--- src/design/bfla_pkg.sv ---
package bfla_pkg;

    localparam int MAX_BLOCKS = 256;
    localparam int IDX_W      = $clog2(MAX_BLOCKS);
    localparam int CNT_W      = $clog2(MAX_BLOCKS + 1);
    localparam int SUM_W      = CNT_W + 2;

    localparam logic [CNT_W-1:0] NONE_IDX = CNT_W'(MAX_BLOCKS);

    localparam logic [2:0] CMD_INIT    = 3'd0;
    localparam logic [2:0] CMD_ALLOC   = 3'd1;
    localparam logic [2:0] CMD_RELEASE = 3'd2;
    localparam logic [2:0] CMD_DEALLOC = 3'd3;
    localparam logic [2:0] CMD_PURGE   = 3'd4;

    localparam logic [1:0] STAT_OK      = 2'd0;
    localparam logic [1:0] STAT_SHORT   = 2'd1;
    localparam logic [1:0] STAT_REFUSED = 2'd2;

    localparam int          REG_BLOCKS_IN_USE = 0;
    localparam logic [8:0]  BLOCKS_IN_USE_RST = 9'd256;

    typedef struct packed {
        logic [2:0]       command;
        logic [CNT_W-1:0] block_count;
        logic [IDX_W-1:0] first_block;
    } in_word_t;

    typedef struct packed {
        logic [1:0]       status;
        logic [CNT_W-1:0] block_index;
        logic [CNT_W-1:0] chain_length;
        logic [CNT_W-1:0] available_count;
        logic [CNT_W-1:0] released_count;
    } out_word_t;

    typedef struct packed {
        logic load;
        logic start;
        logic walk;
        logic commit;
    } dp_cmd_t;

    typedef struct packed {
        logic [2:0] command;
        logic       alloc_walk;
        logic       first_ok;
        logic       walk_end;
    } dp_stat_t;

endpackage

--- src/design/bfla_dp.sv ---
module bfla_dp import bfla_pkg::*;
(
    input  logic             clk,
    input  logic             rst_n,
    input  dp_cmd_t          ctl,
    output dp_stat_t         stat,
    input  in_word_t         cmd_word,
    input  logic [8:0]       blocks_in_use,
    output out_word_t        res_word
);

    logic [CNT_W-1:0]      next_index_mem [MAX_BLOCKS];
    logic [MAX_BLOCKS-1:0] vld_reg;

    in_word_t         in_reg;
    out_word_t        res_reg;
    logic [CNT_W-1:0] page_reg;
    logic [CNT_W-1:0] avail_head_reg;
    logic [CNT_W-1:0] avail_total_reg;
    logic [CNT_W-1:0] rel_head_reg;
    logic [CNT_W-1:0] rel_tail_reg;
    logic [CNT_W-1:0] rel_total_reg;
    logic [CNT_W-1:0] last_reg;
    logic [CNT_W-1:0] len_reg;
    logic [CNT_W-1:0] nxt_reg;
    logic             ended_reg;
    logic [CNT_W-1:0] rd_addr_reg;
    logic [CNT_W-1:0] rd_data_reg;
    logic             rd_vld_reg;

    logic [CNT_W-1:0] page_next;
    logic [CNT_W-1:0] avail_head_next;
    logic [CNT_W-1:0] avail_total_next;
    logic [CNT_W-1:0] rel_head_next;
    logic [CNT_W-1:0] rel_tail_next;
    logic [CNT_W-1:0] rel_total_next;
    out_word_t        res_next;

    logic [CNT_W-1:0] nv;
    logic [CNT_W-1:0] dflt;
    logic [CNT_W-1:0] start_addr;
    logic [CNT_W-1:0] rd_addr;
    logic [CNT_W-1:0] clamp_n;
    logic [SUM_W-1:0] fill_sum;
    logic             clr_all;
    logic             we;
    logic [CNT_W-1:0] waddr;
    logic [CNT_W-1:0] wdata;
    logic             walk_end_alloc;
    logic             walk_end_chain;

    // untouched entries follow the page chain
    assign dflt = ((CNT_W'(rd_addr_reg[IDX_W-1:0]) + CNT_W'(1)) < page_reg)
                  ? CNT_W'(rd_addr_reg[IDX_W-1:0]) + CNT_W'(1) : NONE_IDX;

    assign nv = (rd_addr_reg >= NONE_IDX) ? NONE_IDX
              : (rd_vld_reg ? rd_data_reg : dflt);

    assign start_addr = (in_reg.command == CMD_ALLOC) ? avail_head_reg
                                                      : CNT_W'(in_reg.first_block);

    assign walk_end_alloc = (len_reg == in_reg.block_count);
    assign walk_end_chain = (nv == NONE_IDX) || (len_reg >= CNT_W'(MAX_BLOCKS));

    assign stat.command    = in_reg.command;
    assign stat.alloc_walk = (in_reg.block_count != '0)
                             && (in_reg.block_count <= avail_total_reg);
    assign stat.first_ok   = (CNT_W'(in_reg.first_block) < NONE_IDX);
    assign stat.walk_end   = (in_reg.command == CMD_ALLOC) ? walk_end_alloc
                                                           : walk_end_chain;

    always_comb
    begin
        if (ctl.start)
        begin
            rd_addr = start_addr;
        end
        else if (ctl.walk)
        begin
            rd_addr = nv;
        end
        else
        begin
            rd_addr = last_reg;
        end
    end

    always_comb
    begin
        if (blocks_in_use == '0)
        begin
            clamp_n = CNT_W'(1);
        end
        else if (CNT_W'(blocks_in_use) > NONE_IDX)
        begin
            clamp_n = NONE_IDX;
        end
        else
        begin
            clamp_n = CNT_W'(blocks_in_use);
        end
    end

    assign fill_sum = SUM_W'(avail_total_reg) + SUM_W'(rel_total_reg) + SUM_W'(len_reg);

    always_comb
    begin
        page_next         = page_reg;
        avail_head_next   = avail_head_reg;
        avail_total_next  = avail_total_reg;
        rel_head_next     = rel_head_reg;
        rel_tail_next     = rel_tail_reg;
        rel_total_next    = rel_total_reg;
        clr_all           = 1'b0;
        we                = 1'b0;
        waddr             = last_reg;
        wdata             = NONE_IDX;
        res_next.status       = STAT_OK;
        res_next.block_index  = NONE_IDX;
        res_next.chain_length = '0;
        case (in_reg.command)
            CMD_INIT:
            begin
                page_next        = clamp_n;
                clr_all          = 1'b1;
                avail_head_next  = '0;
                avail_total_next = clamp_n;
                rel_head_next    = NONE_IDX;
                rel_tail_next    = NONE_IDX;
                rel_total_next   = '0;
            end
            CMD_ALLOC:
            begin
                if (in_reg.block_count > avail_total_reg)
                begin
                    res_next.status = STAT_SHORT;
                end
                else if (in_reg.block_count != '0)
                begin
                    res_next.block_index = avail_head_reg;
                    avail_total_next     = avail_total_reg - in_reg.block_count;
                    avail_head_next      = (avail_total_next == '0) ? NONE_IDX : nxt_reg;
                    we                   = (last_reg < NONE_IDX);
                    waddr                = last_reg;
                    wdata                = NONE_IDX;
                end
            end
            CMD_RELEASE, CMD_DEALLOC:
            begin
                if (CNT_W'(in_reg.first_block) >= NONE_IDX)
                begin
                    res_next.status = STAT_REFUSED;
                end
                else
                begin
                    res_next.chain_length = len_reg;
                    if (!ended_reg || (fill_sum > SUM_W'(page_reg)))
                    begin
                        res_next.status = STAT_REFUSED;
                    end
                    else if (in_reg.command == CMD_RELEASE)
                    begin
                        rel_total_next = rel_total_reg + len_reg;
                        if (rel_tail_reg == NONE_IDX)
                        begin
                            rel_tail_next = last_reg;
                        end
                        we            = (last_reg < NONE_IDX);
                        waddr         = last_reg;
                        wdata         = rel_head_reg;
                        rel_head_next = CNT_W'(in_reg.first_block);
                    end
                    else
                    begin
                        avail_total_next = avail_total_reg + len_reg;
                        we               = (last_reg < NONE_IDX);
                        waddr            = last_reg;
                        wdata            = avail_head_reg;
                        avail_head_next  = CNT_W'(in_reg.first_block);
                    end
                end
            end
            CMD_PURGE:
            begin
                if (rel_head_reg != NONE_IDX)
                begin
                    we               = (rel_tail_reg < NONE_IDX);
                    waddr            = rel_tail_reg;
                    wdata            = avail_head_reg;
                    avail_head_next  = rel_head_reg;
                    rel_head_next    = NONE_IDX;
                    rel_tail_next    = NONE_IDX;
                    avail_total_next = avail_total_reg + rel_total_reg;
                    rel_total_next   = '0;
                end
            end
            default:
            begin
            end
        endcase
        res_next.available_count = avail_total_next;
        res_next.released_count  = rel_total_next;
    end

    always_ff @(posedge clk or negedge rst_n)
    begin
        if (!rst_n)
        begin
            page_reg        <= NONE_IDX;
            avail_head_reg  <= '0;
            avail_total_reg <= NONE_IDX;
            rel_head_reg    <= NONE_IDX;
            rel_tail_reg    <= NONE_IDX;
            rel_total_reg   <= '0;
            vld_reg         <= '0;
        end
        else if (ctl.commit)
        begin
            page_reg        <= page_next;
            avail_head_reg  <= avail_head_next;
            avail_total_reg <= avail_total_next;
            rel_head_reg    <= rel_head_next;
            rel_tail_reg    <= rel_tail_next;
            rel_total_reg   <= rel_total_next;
            if (clr_all)
            begin
                vld_reg <= '0;
            end
            else if (we)
            begin
                vld_reg[waddr[IDX_W-1:0]] <= 1'b1;
            end
        end
    end

    always_ff @(posedge clk)
    begin
        if (ctl.commit && we)
        begin
            next_index_mem[waddr[IDX_W-1:0]] <= wdata;
        end
        rd_data_reg <= next_index_mem[rd_addr[IDX_W-1:0]];
        rd_vld_reg  <= vld_reg[rd_addr[IDX_W-1:0]];
        rd_addr_reg <= rd_addr;
    end

    always_ff @(posedge clk)
    begin
        if (ctl.load)
        begin
            in_reg <= cmd_word;
        end
        if (ctl.start)
        begin
            last_reg <= start_addr;
            len_reg  <= CNT_W'(1);
        end
        else if (ctl.walk)
        begin
            if (stat.walk_end)
            begin
                nxt_reg   <= nv;
                ended_reg <= (nv == NONE_IDX);
            end
            else
            begin
                last_reg <= nv;
                len_reg  <= len_reg + CNT_W'(1);
            end
        end
        if (ctl.commit)
        begin
            res_reg <= res_next;
        end
    end

    assign res_word = res_reg;

endmodule

--- src/design/bfla_ctrl.sv ---
module bfla_ctrl import bfla_pkg::*;
(
    input  logic     clk,
    input  logic     rst_n,
    input  logic     cmd_valid,
    output logic     cmd_stall,
    output logic     res_valid,
    input  logic     res_stall,
    input  dp_stat_t stat,
    output dp_cmd_t  ctl
);

    typedef enum logic [1:0] {
        S_IDLE,
        S_DECIDE,
        S_WALK,
        S_FINISH
    } state_t;

    state_t state_reg;
    logic   stall_reg;
    logic   out_valid_reg;
    logic   go_walk;

    always_comb
    begin
        if (stat.command == CMD_ALLOC)
        begin
            go_walk = stat.alloc_walk;
        end
        else if (stat.command inside {CMD_RELEASE, CMD_DEALLOC})
        begin
            go_walk = stat.first_ok;
        end
        else
        begin
            go_walk = 1'b0;
        end
    end

    assign ctl.load   = cmd_valid && !stall_reg;
    assign ctl.start  = (state_reg == S_DECIDE) && go_walk;
    assign ctl.walk   = (state_reg == S_WALK);
    assign ctl.commit = (state_reg == S_FINISH) && (!out_valid_reg || !res_stall);

    always_ff @(posedge clk or negedge rst_n)
    begin
        if (!rst_n)
        begin
            state_reg     <= S_IDLE;
            stall_reg     <= 1'b0;
            out_valid_reg <= 1'b0;
        end
        else
        begin
            if (ctl.commit)
            begin
                out_valid_reg <= 1'b1;
            end
            else if (out_valid_reg && !res_stall)
            begin
                out_valid_reg <= 1'b0;
            end
            case (state_reg)
                S_IDLE:
                begin
                    if (ctl.load)
                    begin
                        stall_reg <= 1'b1;
                        state_reg <= S_DECIDE;
                    end
                end
                S_DECIDE:
                begin
                    state_reg <= go_walk ? S_WALK : S_FINISH;
                end
                S_WALK:
                begin
                    if (stat.walk_end)
                    begin
                        state_reg <= S_FINISH;
                    end
                end
                S_FINISH:
                begin
                    if (ctl.commit)
                    begin
                        stall_reg <= 1'b0;
                        state_reg <= S_IDLE;
                    end
                end
                default:
                begin
                    state_reg <= S_IDLE;
                end
            endcase
        end
    end

    assign cmd_stall = stall_reg;
    assign res_valid = out_valid_reg;

endmodule

--- src/design/block_free_list_allocator_unit.sv ---
// Free-list allocator for one page of up to 256 equal blocks.
// Command channel: cmd_valid / cmd_stall / cmd_word (command, block_count,
// first_block); a word is taken when cmd_valid is high and cmd_stall low.
// Result channel: res_valid / res_stall / res_word, exactly one result word
// per command word.
// From the accepting edge the controller decides, walks the next-index
// memory when needed (allocate walks its N blocks; release and deallocate
// walk the chain, stopping at 256 blocks), then loads the result into the
// output register; init, purge, short or empty allocate skip the walk.
// The walk goes one link per cycle; one command is in flight at a time, so
// a new word is taken the cycle after the previous result is registered.
// A stalled result holds in the output register; the block still takes the
// next command and stalls it only at the end of its work.
// Reset chains all 256 blocks into the available list at once through
// per-entry valid bits, and sets blocks_in_use to 256.
// APB register 0 (address 0): blocks_in_use, latched into the page size by
// the init command. Write it only while no command is in flight.
module block_free_list_allocator_unit import bfla_pkg::*;
(
    input  logic        clk,
    input  logic        rst_n,
    input  logic        cmd_valid,
    output logic        cmd_stall,
    input  in_word_t    cmd_word,
    output logic        res_valid,
    input  logic        res_stall,
    output out_word_t   res_word,
    input  logic        psel,
    input  logic        penable,
    input  logic        pwrite,
    input  logic [2:0]  paddr,
    input  logic [31:0] pwdata,
    output logic [31:0] prdata,
    output logic        pready
);

    logic [8:0] blocks_in_use_reg;
    logic       reg_hit;
    dp_cmd_t    ctl;
    dp_stat_t   stat;

    assign pready  = 1'b1;
    assign reg_hit = (paddr[2] == 1'(REG_BLOCKS_IN_USE));

    always_ff @(posedge clk or negedge rst_n)
    begin
        if (!rst_n)
        begin
            blocks_in_use_reg <= BLOCKS_IN_USE_RST;
        end
        else if (psel && penable && pwrite && pready && reg_hit)
        begin
            blocks_in_use_reg <= pwdata[8:0];
        end
    end

    assign prdata = reg_hit ? {23'd0, blocks_in_use_reg} : 32'd0;

    bfla_ctrl u_ctrl
    (
        .clk       (clk),
        .rst_n     (rst_n),
        .cmd_valid (cmd_valid),
        .cmd_stall (cmd_stall),
        .res_valid (res_valid),
        .res_stall (res_stall),
        .stat      (stat),
        .ctl       (ctl)
    );

    bfla_dp u_dp
    (
        .clk           (clk),
        .rst_n         (rst_n),
        .ctl           (ctl),
        .stat          (stat),
        .cmd_word      (cmd_word),
        .blocks_in_use (blocks_in_use_reg),
        .res_word      (res_word)
    );

`ifndef SYNTHESIS
    a_one_in_flight: assert property (@(posedge clk) disable iff (!rst_n)
        cmd_valid && !cmd_stall |=> cmd_stall)
        else $error("command taken while another is in flight");

    a_result_follows_command: assert property (@(posedge clk) disable iff (!rst_n)
        $rose(res_valid) |-> $past(cmd_stall))
        else $error("result without a command in flight");

    a_counts_bounded: assert property (@(posedge clk) disable iff (!rst_n)
        res_valid |-> ((10'(res_word.available_count) + 10'(res_word.released_count))
                       <= 10'(MAX_BLOCKS)))
        else $error("block counts exceed the page");
`endif

endmodule

--- config.mk ---
export PLATFORM = sky130hd
export DESIGN_NAME = block_free_list_allocator_unit
export DESIGN_NICKNAME = d
export VERILOG_FILES = /design/src/design/bfla_pkg.sv /design/src/design/bfla_dp.sv /design/src/design/bfla_ctrl.sv /design/src/design/block_free_list_allocator_unit.sv
export SDC_FILE = /design/constraint.sdc
export NUM_CORES = 2
export LEC_CHECK = 0
export BUFFER_PORTS_ARGS = -buffer_cell sky130_fd_sc_hd__buf_4
export CORE_MARGIN = 2
export CORE_UTILIZATION = 28
export CTS_CLUSTER_SIZE = 20
export DETAILED_ROUTE_END_ITERATION = 10
export PLACE_DENSITY = 0.43
export REMOVE_ABC_BUFFERS = 1
export SYNTH_ARGS = -nofsm -noshare
export SYNTH_HDL_FRONTEND = slang
export SYNTH_HIERARCHICAL = 1
export SYNTH_SLANG_ARGS = --single-unit
--- constraint.sdc ---
create_clock -name clk -period 19.7 [get_ports clk]
set_clock_uncertainty 0.2 [all_clocks]
set_input_delay 3.94 -clock clk [delete_from_list [all_inputs] [get_ports clk]]
set_output_delay 3.94 -clock clk [all_outputs]
set_load 0.01 [all_outputs]
==> flow_summary.yaml <==
setup_path:
  critPathLaunchType: "register"
  crit_top_cell: "buf_4"
  timing.rr.start: "u_dp/avail_total_reg[1]"
  endpoint_kind: "register"
  slowest_delay_ns: 0.76
  crit_slowest_cell: "buf_4"
  worst-path-buf-inv: 6
  critical_path_class: "reg2reg"
  cp_max_fo: 64
  timing.rr.end: "u_dp/rd_data_reg[7]"
  cp_top_family: "compound AO/OA/AOI/OAI gates"
  worst_ep_required_time_ns: 20.39
  cp_data_arrival_time_ns: 10.03
  reg2reg_slack_ns: 10.37
  r2r_cells: 28
logic_synthesis:
  synth_area_per_cell_um2: 15.39
  syn_area_mm2: 0.1118
  synth-seq-cells: 2732
  ys_warn_count: 6
  ys_seq_area_share_pct: 71.69
  netlist-cell-type-count: 106
  yosys-top-cells-area: "edfxtp_1 64%, mux4_2 8.0%, dfrtp_1 7.1%"
  synth_edf_count: 2381
  synth-async-reset-ratio_pct: 11.82
  netlist_instances: 7265
  synth_top_flop_cell: "edfxtp_1"
  synth_top_area_share_pct: 63.95
  yosysTopAreaCell: "edfxtp_1"
run_status:
  status: "complete, no violations"
clock_network:
  h-tree-depth: 5
  clock_latency_ns: 0.95
  post_cts_buffers: 0
  cts_sinks: 2732
  cts_resized: 0
  cts_tree: "yes"
  cts_buffer_depth: 4
  clockRootBuffer: "clkbuf_16"
  path_clk_slew_ns: 0.06
  numCtsBuffers: 303
  postCtsHoldBufs: 0
timing:
  setup_tns_ns: 0
  finalCriticalPeriod_ns: 9.335
  max_clock_freq_ghz: 0.1071
  hold_viol: 0
  final_max_slew_viol_count: 0
  worst_hold_slack_ns: 0.2737
  fin_crit_sh_pct: 47.39
  max_slew_margin_pct: 11.35
  rsz0062_at_grt: "no"
  worst_pin_slew_ns: 1.330
  setup_violations: 0
place:
  port_buffers: 85
  place_inst: 12330
  post-dp-hpwl_um: 221700
  place_area_mm2: 0.1185
  gp_congestion: 0.8238
layout:
  fill_cells: 38830
  final_cell_mix: "2381 x edfxtp_1, 1029 x nand2_1, 397 x mux4_2, 374 x nor2_1, 355 x o21ai_0"
  postLayoutCellArea_mm2: 0.1282
  final_cells: 12890
  area_growth_pct: 14.66
  final_common_cell: "edfxtp_1"
  largest_register_ffs: 2304
  drive_gt1_share_pct: 16.14
  layout.nets: 7513
route:
  dr.pass1.iters: 6
  drc: 0
  dr_wl_met2_um: 172700
  wl_met1_um: 160900
  wire_per_inst_um: 28.69
  initialDrtViolationCount: 7410
  drt_wl_total_um: 369700
  dr_total_vias: 66590
  wl_met3_um: 23750
  viasPerCell: 5.167
  route.top_layer_used: "met5"
  ant_nets: 0
worst_hold_path:
  worstHoldPathCells: 2
  worstHoldStart: "u_dp/vld_reg[13]"
  worst_hold_path.endpoint: "u_dp/vld_reg[13]"
  hold_path.class: "reg2reg"
floorplanning:
  die_h_um: 635.9
  core_area_mm2: 0.3986
  die_w_um: 635.9
  boundaryPins: 135
  num_rows: 232
  initial_utilization_pct: 28.05
  dieArea_mm2: 0.4044
power_and_ir_drop:
  p_leak_uw: 0.04257
  power_density_mw_per_mm2: 178.9
  vdd_drop_max_v: 0.0001747
  finalPower_uw: 22940
grt:
  grt_pass1_wl_um: 519500
  antenna_found_initial: 26
  track_usage_pct: 17.78
  grt_pass1_vias: 65890
  overflow: 0
  grt_max_degree: 194
run:
  drv_cap: 0
[layout make-up]
type | instances | area (um2) | area share [%]
Sequential cell | 2732 | 80150 | 62.52
Antenna cell | 10 | 25.02 | 0.01952
Tap cell | 5265 | 6588 | 5.139
Timing Repair Buffer | 277 | 2237 | 1.745
Inverter | 126 | 499.2 | 0.3894
Multi-Input combinational cell | 3930 | 29010 | 22.63
Clock buffer | 389 | 8040 | 6.272
Clock inverter | 159 | 1653 | 1.289
[worst min-delay path: stages, from the launching register on]
cell and delay [ns]:
dfrtp_1 0.33, nand2_1 0.05, o21ai_0 0.06
[cells in the mapped netlist, types with 29 or more instances]
cell type,instances
a211oi_1,84
a21oi_1,228
a22o_1,41
a22oi_1,165
a311oi_1,37
a31oi_1,78
and3_1,30
buf_2,167
buf_4,82
buf_6,29
clkbuf_1,196
dfrtp_1,318
edfxtp_1,2381
ha_1,67
inv_1,120
mux2_2,30
mux2i_1,35
mux4_2,397
nand2_1,1041
nand3_1,349
nand4_1,35
nor2_1,381
nor3_1,39
o211ai_1,42
o21ai_0,356
o31ai_1,36
xnor2_1,29
[where the power goes]
| part | total, uW | internal [uW] | switching (uW) | leakage [uW] |
|---|---|---|---|---|
| logic | 10400 | 3110 | 7270 | 0.0113 |
| registers | 6960 | 6770 | 191 | 0.0266 |
| clock network | 5600 | 3190 | 2410 | 0.00470 |
[per-layer routing]
layer  up-vias  global-route usage [%]
li1      28210                       -
met1     35320                   24.70
met2      2529                   28.51
met3       527                   2.713
met4         4                   5.781
met5         -                       0
[worst max path at each step]
stage | start | end | slack (ns) | cells past startpoint
finish | u_dp/avail_total_reg[1] | u_dp/rd_data_reg[7] | 10.37 | 28
floorplan | u_dp/avail_total_reg[1] | u_dp/rd_data_reg[0] | -23.45 | 23
global route | u_dp/avail_total_reg[1] | u_dp/rd_data_reg[7] | 9.99 | 29
detailed placement | u_dp/avail_total_reg[1] | u_dp/rd_data_reg[7] | 10.46 | 29
global placement | u_dp/avail_total_reg[1] | u_dp/rd_data_reg[7] | 10.46 | 29
CTS | u_dp/avail_total_reg[1] | u_dp/rd_data_reg[7] | 10.39 | 29
[metrics by stage]
stage          setup WS (ns)  utilization [%]
6_report               10.37            32.17
5_1_grt                9.993            32.16
4_1_cts                10.39            32.16
3_5_place_dp           10.46            29.73
3_3_place_gp           10.46            29.73
2_1_floorplan         -23.45                -
[logic make-up (layout without fill, tap and decap cells)]
| group | Yosys count | count (layout) | share of synthesized area (%) |
|---|---|---|---|
| DFF | 2732 | 2732 | 71.69 |
| and+or+nand+nor | 1990 | 1990 | 7.646 |
| AOI/OAI and AO/OA | 1318 | 1318 | 7.808 |
| buffers and inverters | 625 | 951 | 2.806 |
| muxes | 465 | 465 | 8.646 |
| adders and majority gates | 81 | 81 | 1.000 |
| xor gates and xnor gates | 51 | 51 | 0.3995 |
| other | 3 | 35 | 0.01007 |
Note: power is estimated with default switching activity, not from simulation.
